===== src/hw/rtl/lpcs_pkg.sv =====
`timescale 1ns / 1ps
package lpcs_pkg;
  localparam int MAX_GROUPS_DEF    = 16;
  localparam int MAX_HEIGHTS_DEF   = 32;
  localparam int MAX_TRANSECTS_DEF = 64;

  localparam int LOGW  = 24;
  localparam int SCW   = 48;
  localparam int CNTW  = 16;
  localparam int WTW   = 17;
  localparam int CATW  = 5;

  localparam logic [1:0] OP_TAB   = 2'd0;
  localparam logic [1:0] OP_TRAN  = 2'd1;
  localparam logic [1:0] OP_PIXEL = 2'd2;

  localparam logic signed [SCW-1:0] SCORE_MAX = {1'b0, {(SCW-1){1'b1}}};
  localparam logic signed [SCW-1:0] SCORE_MIN = {1'b1, {(SCW-1){1'b0}}};
  localparam logic [16:0] LOG2E_Q16 = 17'd94548;

  typedef enum logic [2:0] {
    ST_IDLE, ST_ACC, ST_TRAN, ST_EXP, ST_DRAW, ST_OUT
  } state_t;

  // Q1.16 table of 2^(-i/16)
  function automatic logic [16:0] exp2tab(input logic [3:0] i);
    logic [16:0] v;
    case (i)
      4'd0: v = 17'd65536;  4'd1: v = 17'd62757;
      4'd2: v = 17'd60097;  4'd3: v = 17'd57549;
      4'd4: v = 17'd55109;  4'd5: v = 17'd52773;
      4'd6: v = 17'd50535;  4'd7: v = 17'd48393;
      4'd8: v = 17'd46341;  4'd9: v = 17'd44376;
      4'd10: v = 17'd42495; 4'd11: v = 17'd40693;
      4'd12: v = 17'd38968; 4'd13: v = 17'd37316;
      4'd14: v = 17'd35734; 4'd15: v = 17'd34219;
      default: v = 17'd0;
    endcase
    return v;
  endfunction

  // saturate a 49-bit sum to the 48-bit signed score range
  function automatic logic signed [SCW-1:0] sat48(input logic signed [SCW:0] v);
    logic signed [SCW-1:0] r;
    if (v[SCW] != v[SCW-1]) r = v[SCW] ? SCORE_MIN : SCORE_MAX;
    else r = v[SCW-1:0];
    return r;
  endfunction
endpackage


===== src/hw/rtl/lpcs_mac.sv =====
`timescale 1ns / 1ps
// Shared 17x25 multiplier with registered product; used for counts*log and
// for the scaled exponent.
module lpcs_mac (
  input  logic                      clk,
  input  logic [16:0]               a,
  input  logic signed [lpcs_pkg::LOGW:0] b,
  output logic signed [42:0]        p_r
);
  import lpcs_pkg::*;
  logic signed [42:0] p_nxt;
  assign p_nxt = 43'(signed'({1'b0, a}) * b);
  always_ff @(posedge clk) begin
    p_r <= p_nxt;
  end
endmodule


===== config.mk =====
export PLATFORM = sky130hd
export DESIGN_NAME = lpcs_mac
export DESIGN_NICKNAME = d
export VERILOG_FILES = /design/src/hw/rtl/lpcs_pkg.sv /design/src/hw/rtl/lpcs_mac.sv
export SDC_FILE = /design/constraint.sdc
export NUM_CORES = 1
export LEC_CHECK = 0
export BUFFER_PORTS_ARGS = -buffer_cell sky130_fd_sc_hd__buf_4
export CORE_ASPECT_RATIO = 1.75
export CORE_UTILIZATION = 45
export CTS_BUF_LIST = sky130_fd_sc_hd__clkbuf_2
export DETAILED_ROUTE_END_ITERATION = 7
export PLACE_DENSITY = 0.65
export SETUP_SLACK_MARGIN = 0.3
export SYNTH_ARGS = -nofsm -noshare
export SYNTH_HDL_FRONTEND = slang
export SYNTH_SLANG_ARGS = --single-unit

===== constraint.sdc =====
create_clock -name clk -period 11.4 [get_ports clk]
set_clock_uncertainty 0.2 [all_clocks]
set_input_delay 0.57 -clock clk [delete_from_list [all_inputs] [get_ports clk]]
set_output_delay 0.57 -clock clk [all_outputs]
set_load 0.1 [all_outputs]

* Word level (Yosys, flattened, before mapping)
Cells that the tools add are included.
** Storage, ports and cells
- Register bits after elaboration :: 43
- Input port bits :: 43
- Output and inout port bits :: 43
- Logic and storage cells :: 2
** Operators by class
- $mul :: 1
** Operators with widths (count)
- $mul A18 B25 Y43 :: 1

* Depth between registers and ports, before layout
Gate-level depths: netlist of the first run.
- Depth in word-level cells :: 1
- Gate-level depth with buffers :: 24
- Gate-level depth less buffers :: 22

* Least setup slack after synthesis of the first run
OpenSTA, ideal clock, no wires.
- Path type :: input to register
- Start :: input port a[3]
- End :: register p_r[40]
- Library setup time :: 0.072 ns
- Arrival time :: 6.133 ns
- Required time :: 11.128 ns
- Path slack :: 4.995 ns
- Cell stages on the path :: 22
- Buffers on the path :: 1
- Cell sequence :: clkbuf_1 -> and2_1 -> fa_1 -> inv_1 -> fa_1 -> fa_1 -> inv_1 -> fa_1 -> fa_1 -> inv_1 -> fa_1 -> inv_1 -> ha_1 -> a21o_1 -> a311o_1 -> a221oi_2 -> nor2_1 -> a21o_1 -> o31ai_4 -> o21ai_2 -> a311oi_2 -> xnor2_1
** On the way
- Word-level cells in the longest chain between the ends :: 1
** RTL lines
- start: declaration :: line lpcs_mac.sv:6 : input logic [16:0] a,
- $mul A18 B25 Y43 :: line lpcs_mac.sv:12 : assign p_nxt = 43'(signed'({1'b0, a}) * b);
- named net p_nxt[40] :: line lpcs_mac.sv:11 : logic signed [42:0] p_nxt;
- end signal: assignment :: line lpcs_mac.sv:14 : p_r <= p_nxt;
- end: declaration :: line lpcs_mac.sv:8 : output logic signed [42:0] p_r
The timed path passes the listed nets, and every way through them passes these cells.

* Final worst setup path of the first run
- Start :: input port a[3]
- End :: register p_r[38]
The elaborated chain is that of the path after synthesis.

==> reports/metrics.cfg, run 1 <==
[status]
status=completed

[sta]
rsz0062_at_grt=false
setup_viol=0
slew_headroom=0.500
fmax_ghz=0.153
finalCritPeriodShare=0.572
setup_tns_ns=0
finalHoldViolCount=0
fin_crit_ns=6.52
slew_viol_final=0
worst_pin_slew_ns=0.744

[worst_setup_path]
critPathRequiredTime_ns=11.70
start_kind=input pin
worstPathMaxFanout=25
arrival_ns=6.81
critPathMaxStageDelay_ns=0.64
end_kind=register
path_cells=buf_4, and2_1, fa_1, inv_1, fa_1, fa_1, inv_1, fa_1, fa_1, inv_1, fa_1, inv_1, ha_1, a211o_1, a31o_1, a221oi_2, nor2_1, a211oi_1, o31ai_1, nand2_1, a31oi_1, xor2_1
cp_slowest_cell=fa_1
crit_type=in -> reg
crit_top_cell=fa_1

[cts]
clk_pin_slew_ns=0.33
cts_tree=built
cts.repair.resized=0
cts_sinks=43
clockRootBuffer=clkbuf_2
ctsHoldBuffers=0
cts_buffers=5
cts_setup_buffers=0
clock_path_buffers=2
htree_levels=2

[synth]
synthArstFlopShare=0
synth_most_common_cell=inv_1
ys.flop_type=dfxtp_1
yosys_warnings=0
synthTopCellsByArea=fa_1, inv_1, and2_1
synth-seq-area-share=0.0531
ys_types=43
syn_avg_cell_area_sq_um=9.09
synth_top_area_cell=fa_1
ys_seq_elements=43
synth_edf_count=0
synth_top_area_frac=0.514
mappedNetlistArea_sq_um=16200
synth_fp_nets=2347
yosys-top-cells-count=inv_1, fa_1, and2_1, nand2_1, ha_1
netlist_instances=1784

[flow_run]
drv_cap=0

[hold_path]
min_to=p_r[0]$_DFF_P_
hp-class=in -> reg
hold_start=b[0]
holdPathStages=2

[layout]
drive_gt1_frac=0.0551
largest_reg_flops=43
reg.largest.list=p_r: 43 flops
nFillCells=3467
area_delta_synth_final_pct=6.54
top_register=p_r
final_nets=2376

[die]
die_w_microns=145
die_h_microns=253
pin_count=86
die_area_sq_um=36800
start_util=0.458
row_count=91
core_area_sq_um=35400

[global_routing]
track_usage=0.258
antenna_found_initial=2
grt_pass1_wl_microns=70900
grt_pass1_vias=13700
overflow=0
grt_max_degree=26

[place]
dp_hpwl_microns=35100
portBuffers=85
gp_congestion=0.937

[route]
drt_iter0_markers=516
antenna_left=0
routed_wl_microns=43400
first_pass_iters=5
viasPerCell=5.14
detailroute.via_count=11700
wire_per_inst_microns=19.0
drc=0

==> stage by stage <==
stage                     hold WS [ns]  setup WS (ns)  instances  cell area [sq um]  utilization
after floorplan                  0.492           5.00       1784              16200            -
after global placement           0.793           4.33       2271              17200        0.486
after detailed placement         0.799           4.29       2271              17200        0.486
after CTS                       0.0981           4.98       2279              17300        0.488
after global routing             0.138           4.69       2281              17300        0.488
final                            0.139           4.88       2281              17300        0.488
==> how the worst max path moves through the flow <==
stage / startpoint / endpoint / slack [ns] / cells past startpoint
after global routing: a[3] / p_r[38]$_DFF_P_ / 4.69 / 22
final: a[3] / p_r[38]$_DFF_P_ / 4.88 / 22
after CTS: a[3] / p_r[38]$_DFF_P_ / 4.98 / 22
after global placement: a[3] / p_r[38]$_DFF_P_ / 4.33 / 22
after detailed placement: a[3] / p_r[38]$_DFF_P_ / 4.29 / 22
after floorplan: a[3] / p_r[40]$_DFF_P_ / 5.00 / 22
==> cell usage in the layout (no fill, tap or decap), drive strengths merged, types with 5 or more instances in the layout <==
cell and n:
o211ai 5, nor2 29, clkbuf 5, and2 223, a211oi 7, nand3 9, dfxtp 43, a21oi 31
o21ai 13, o31ai 5, fa 416, nor3 6, inv 510, nand2 223, ha 104, buf 86
xor2 13, xnor2 28, a21o 16
==> worst max-delay path: cells and delay by family <==
family	cells	cell delay (ns)
AOI/OAI and AO/OA	6	1.65
buffers and inverters	5	0.45
and+or+nand+nor	3	0.41
xor gates and xnor gates	1	0.16
adders and majority gates	7	3.56
==> kinds of logic after synthesis <==
kind of cell	Yosys count	synth area share
buffers and inverters	574	0.133
adders and majority gates	520	0.594
and+or+nand+nor	505	0.155
AOI/OAI and AO/OA	101	0.0431
DFF	43	0.0531
xor gates and xnor gates	41	0.0222
==> routing by layer <==
layer	part of all wire	track usage	vias up
met4	0.094	0.221	0
met3	0.044	0.0351	165
li1	-	-	5120
met1	0.31	0.241	6060
met5	0	0	-
met2	0.55	0.492	390
==> cell type report <==
type                    count  area, sq um  share of cell area
diodes                      2         5.00            0.000290
clock buffers               5         25.0             0.00145
clock inverters             3         43.8             0.00254
inverters                 510         1910               0.111
multi-input cells        1167        13200               0.764
flip-flops and latches     43          861              0.0498
well taps                 465          582              0.0337
repair buffers             86          646              0.0374
Power of run 1 is left out: the tool's default activity adds up to more than one toggle a clock period on the data nets, which glitch-free logic cannot reach.
==> run 2, diff against run 1 <==
ABC_AREA = 1   (was unset)
clock period = 6.5 ns   (was 11.4 ns; I/O delays follow)
==> run 2 against run 1 <==
  * The run now ends with design-rule violations left
  * Routed wire length increased by 17%
  * Non-clock buffer count grew 8
  * Sequential cell count is the same
  * Count of clock-buffer cells in the layout is the same
  * Sequential share of layout area down 0.41 points
  * Setup slack got worse by 4.1 ns
  * Critical path type unchanged
  * Highest routed layer unchanged
==> reports/metrics.cfg, run 2 <==
[status]
status=finished with violations
failed_checks=design-rule violations

[synth]
synth_edf_count=0
syn_avg_cell_area_sq_um=7.39
ys.flop_type=dfxtp_1
netlist_instances=2410
synth_mux_area_frac=0
synth_xor_xnor_area_share=0.0103
yosys_warnings=0
synth_top_family_by_area=adder cells
ys_seq_elements=43
synth_compound_area_frac=0.0146
yosys-top-cells-count=inv_1, nand2_1, fa_1
mappedNetlistArea_sq_um=17800
synth-seq-area-share=0.0483
synthAdderAreaFrac=0.541
synth_top_area_frac=0.467
synth_fp_nets=2973
synthArstFlopShare=0
ys_types=26
synth_simple_gate_area_share=0.186
synthTopCellsByArea=fa_1, inv_1, nand2_1
synth_most_common_cell=inv_1
synth_top_area_cell=fa_1

[route]
drt_iter0_markers=668
routed_wl_microns=50800
detailroute.via_count=14400
drc=2
antenna_left=0
first_pass_iters=7
wire_per_inst_microns=17.5
viasPerCell=4.96

[place]
post-place-cells=2891
gp_congestion=0.925
dpl_cell_area_sq_um=18700
portBuffers=85
dp_hpwl_microns=42900

[sta]
slew_headroom=0.688
slew_viol_final=0
fmax_ghz=0.174
rsz0062_at_grt=false
fin_crit_ns=5.76
finalCritPeriodShare=0.886
setup_viol=0
worst_pin_slew_ns=0.468
finalHoldViolCount=0
setup_tns_ns=0

[cts]
clockRootBuffer=clkbuf_2
cts_setup_buffers=0
cts_sinks=43
clk_pin_slew_ns=0.24
clock_path_buffers=2
ctsHoldBuffers=2
cts_tree=built
cts.repair.resized=0
cts_buffers=5
htree_levels=2

[layout]
drive_gt1_frac=0.0547
largest_reg_flops=43
reg.largest.list=p_r: 43 flops
final_cell_mix=inv_1, nand2_1, fa_1
layout.cells.non_filler=2902
top_register=p_r
final_nets=2973
final_common_cell=inv_1
area_delta_synth_final_pct=5.70
nFillCells=3955
finalInstanceArea_sq_um=18800

[die]
core_area_sq_um=39200
pin_count=86
row_count=96
die_w_microns=152
die_area_sq_um=40400
die_h_microns=265
start_util=0.455

[worst_setup_path]
end_kind=register
crit_type=in -> reg
arrival_ns=6.01
start_kind=input pin
worstPathMaxFanout=15
critPathRequiredTime_ns=6.75

[global_routing]
track_usage=0.270
overflow=0
grt_pass1_vias=16500
grt_pass1_wl_microns=83300
antenna_found_initial=1
grt_max_degree=26

[hold_path]
hp-class=in -> reg

[flow_run]
drv_cap=0

run 2: cell count changes after synthesis, sizes merged, moves of 7 or more:
cell,change
a211oi,-7
a21o,-15
and2,-223
clkbuf,+37
inv,+338
nand2,+469
nand3,+37
nand4,+9
nor2,+41
o21ai,-9
o21bai,+8
xnor2,-23
run 2: area by class of cell:
| cell class | instances | area (sq um) | area share |
|---|---|---|---|
| Multi-Input combinational cell | 1418 | 13400 | 0.711 |
| Clock buffer | 5 | 25.0 | 0.00133 |
| Inverter | 848 | 3180 | 0.169 |
| Antenna cell | 1 | 2.50 | 0.000133 |
| Sequential cell | 43 | 861 | 0.0457 |
| Clock inverter | 3 | 43.8 | 0.00233 |
| Tap cell | 490 | 613 | 0.0326 |
| Timing Repair Buffer | 94 | 711 | 0.0377 |
run 2: kinds of logic (layout without fill, tap and decap cells):
group / count (synthesis) / count (layout)
adder cells (fa/ha/maj): 520 / 520
AND/OR/NAND/NOR: 834 / 834
other: 0 / 1
XOR/XNOR: 21 / 21
buffers and inverters: 949 / 950
AO/OA/AOI/OAI: 43 / 43
flip-flops: 43 / 43
run 2: worst paths after layout:
check | startpoint | endpoint | slack [ns] | cells after the start
max | a[0] | p_r[40]$_DFF_P_ | 0.74 | 22
min | b[0] | p_r[1]$_DFF_P_ | 0.16 | 4
run 2: worst max-delay path, stage by stage:
cell,delay (ns)
dlygate4sd3_1,0.54
buf_4,0.22
nand2_1,0.18
inv_1,0.08
fa_1,0.64
fa_1,0.61
inv_1,0.17
fa_1,0.52
inv_1,0.05
fa_1,0.53
inv_1,0.05
fa_1,0.47
inv_1,0.05
ha_1,0.45
nand2_1,0.16
nor2_1,0.25
nand2_1,0.14
nor2_1,0.16
nand3b_1,0.18
nand3_1,0.13
nand2_1,0.05
nand2_1,0.05
run 2: metrics by stage:
step	hold WS [ns]	setup slack [ns]	util
final	0.163	0.742	0.481
after global routing	0.158	0.471	0.481
after CTS	0.124	0.795	0.481
after detailed placement	0.505	0.421	0.479
after global placement	0.495	0.380	0.479
after floorplan	0.401	0.772	-
run 2: metal layers:
metal	vias up	wire length [microns]	GRT usage
li1	6529	-	-
met1	7142	16200	0.257
met2	485	28300	0.534
met3	235	1900	0.0179
met4	0	4430	0.209
met5	-	0	0
Power of run 2 is left out for the same reason.
==> run 3, diff against run 2 <==
CTS_BUF_LIST = sky130_fd_sc_hd__clkbuf_8   (was sky130_fd_sc_hd__clkbuf_2)
==> run 3 against run 2 <==
  * Routed wire length is 0.13% higher
  * Critical path depth is 3 lower
  * Largest cell class unchanged
  * Global-route usage hardly changed
  * First-iteration DRC count is 1.9% higher
  * Sequential share of layout area hardly changed
  * The run still ends with design-rule violations left
  * Utilization is 0.054 points higher
  * Hold slack better by 0.0094 ns
  * Critical path type unchanged
==> reports/metrics.cfg, run 3 (synthesized netlist as in run 2, its figures left out) <==
[status]
status=finished with violations
failed_checks=design-rule violations

[layout]
n_antenna_cell=0
final_nets=2971
multiInputGateArea_sq_um=13400
seq_area_sq_um=861
finalInstanceArea_sq_um=18900
drive_gt1_frac=0.0548
final_cell_mix=inv_1, nand2_1, fa_1
largest_reg_flops=43
nFillCells=3944
top_register=p_r
final_common_cell=inv_1
reg.largest.list=p_r: 43 flops
area_delta_synth_final_pct=5.82

[route]
wire_per_inst_microns=17.5
drt_iter0_markers=681
routed_wl_microns=50900
first_pass_iters=7
antenna_left=0
drc=2
viasPerCell=4.95
detailroute.via_count=14400

[global_routing]
antenna_found_initial=0
grt_pass1_wl_microns=83200
grt_pass1_vias=16400
overflow=0
grt_max_degree=26
track_usage=0.270

[die]
start_util=0.455
die_area_sq_um=40400
die_w_microns=152
pin_count=86
core_area_sq_um=39200
row_count=96
die_h_microns=265

[cts]
clockRootBuffer=clkbuf_8
cts_buffers=5
htree_levels=2
cts.repair.resized=0
clk_pin_slew_ns=0.09
ctsHoldBuffers=0
cts_setup_buffers=0
cts_tree=built
clock_path_buffers=2
cts_sinks=43

[hold_path]
holdPathStages=3
hp-class=in -> reg

[place]
dpl_cell_area_sq_um=18700
gp_congestion=0.925
dp_hpwl_microns=42900
portBuffers=85

[sta]
worst_pin_slew_ns=0.465
fmax_ghz=0.172
setup_viol=0
rsz0062_at_grt=false
finalCritPeriodShare=0.894
finalHoldViolCount=0
slew_headroom=0.690
fin_crit_ns=5.81
slew_viol_final=0
setup_tns_ns=0

[flow_run]
drv_cap=0

[worst_setup_path]
end_kind=register
crit_type=in -> reg
arrival_ns=5.83
start_kind=input pin
critPathRequiredTime_ns=6.52
worstPathMaxFanout=17

[run 3: worst paths after layout]
check	from	to
setup / recovery	b[24]	p_r[41]$_DFF_P_
hold / removal	a[0]	p_r[0]$_DFF_P_
[run 3: area by class of cell]
cell class                      instances  share of cell area
Multi-Input combinational cell       1418               0.710
Timing Repair Buffer                   92              0.0366
Tap cell                              490              0.0325
Inverter                              848               0.169
Clock buffer                            5             0.00365
Clock inverter                          3             0.00232
Sequential cell                        43              0.0457
[run 3: worst max-delay path: stages]
cell,delay (ns)
buf_4,0.21
nand2_1,0.17
fa_1,0.75
fa_1,0.50
inv_1,0.31
fa_1,0.52
inv_1,0.16
fa_1,0.44
fa_1,0.48
inv_1,0.05
fa_1,0.43
ha_1,0.38
inv_1,0.10
nor3_1,0.32
nand2_1,0.13
nor2_1,0.15
nand4_1,0.17
nand4_1,0.14
nand2_1,0.07
[run 3: stage by stage]
step,utilization,setup slack [ns],std cells,hold WS (ns)
floorplan,-,0.772,2410,0.401
global placement,0.479,0.380,2891,0.495
detailed placement,0.479,0.421,2891,0.505
CTS,0.481,0.738,2899,0.155
global route,0.481,0.389,2899,0.180
finish,0.481,0.689,2899,0.172
[run 3: layer usage]
layer,global-route usage,routed length [microns]
met5,0,0
met4,0.200,4330
met3,0.0176,1900
met2,0.538,28500
met1,0.257,16200
Power of run 3 is left out for the same reason.
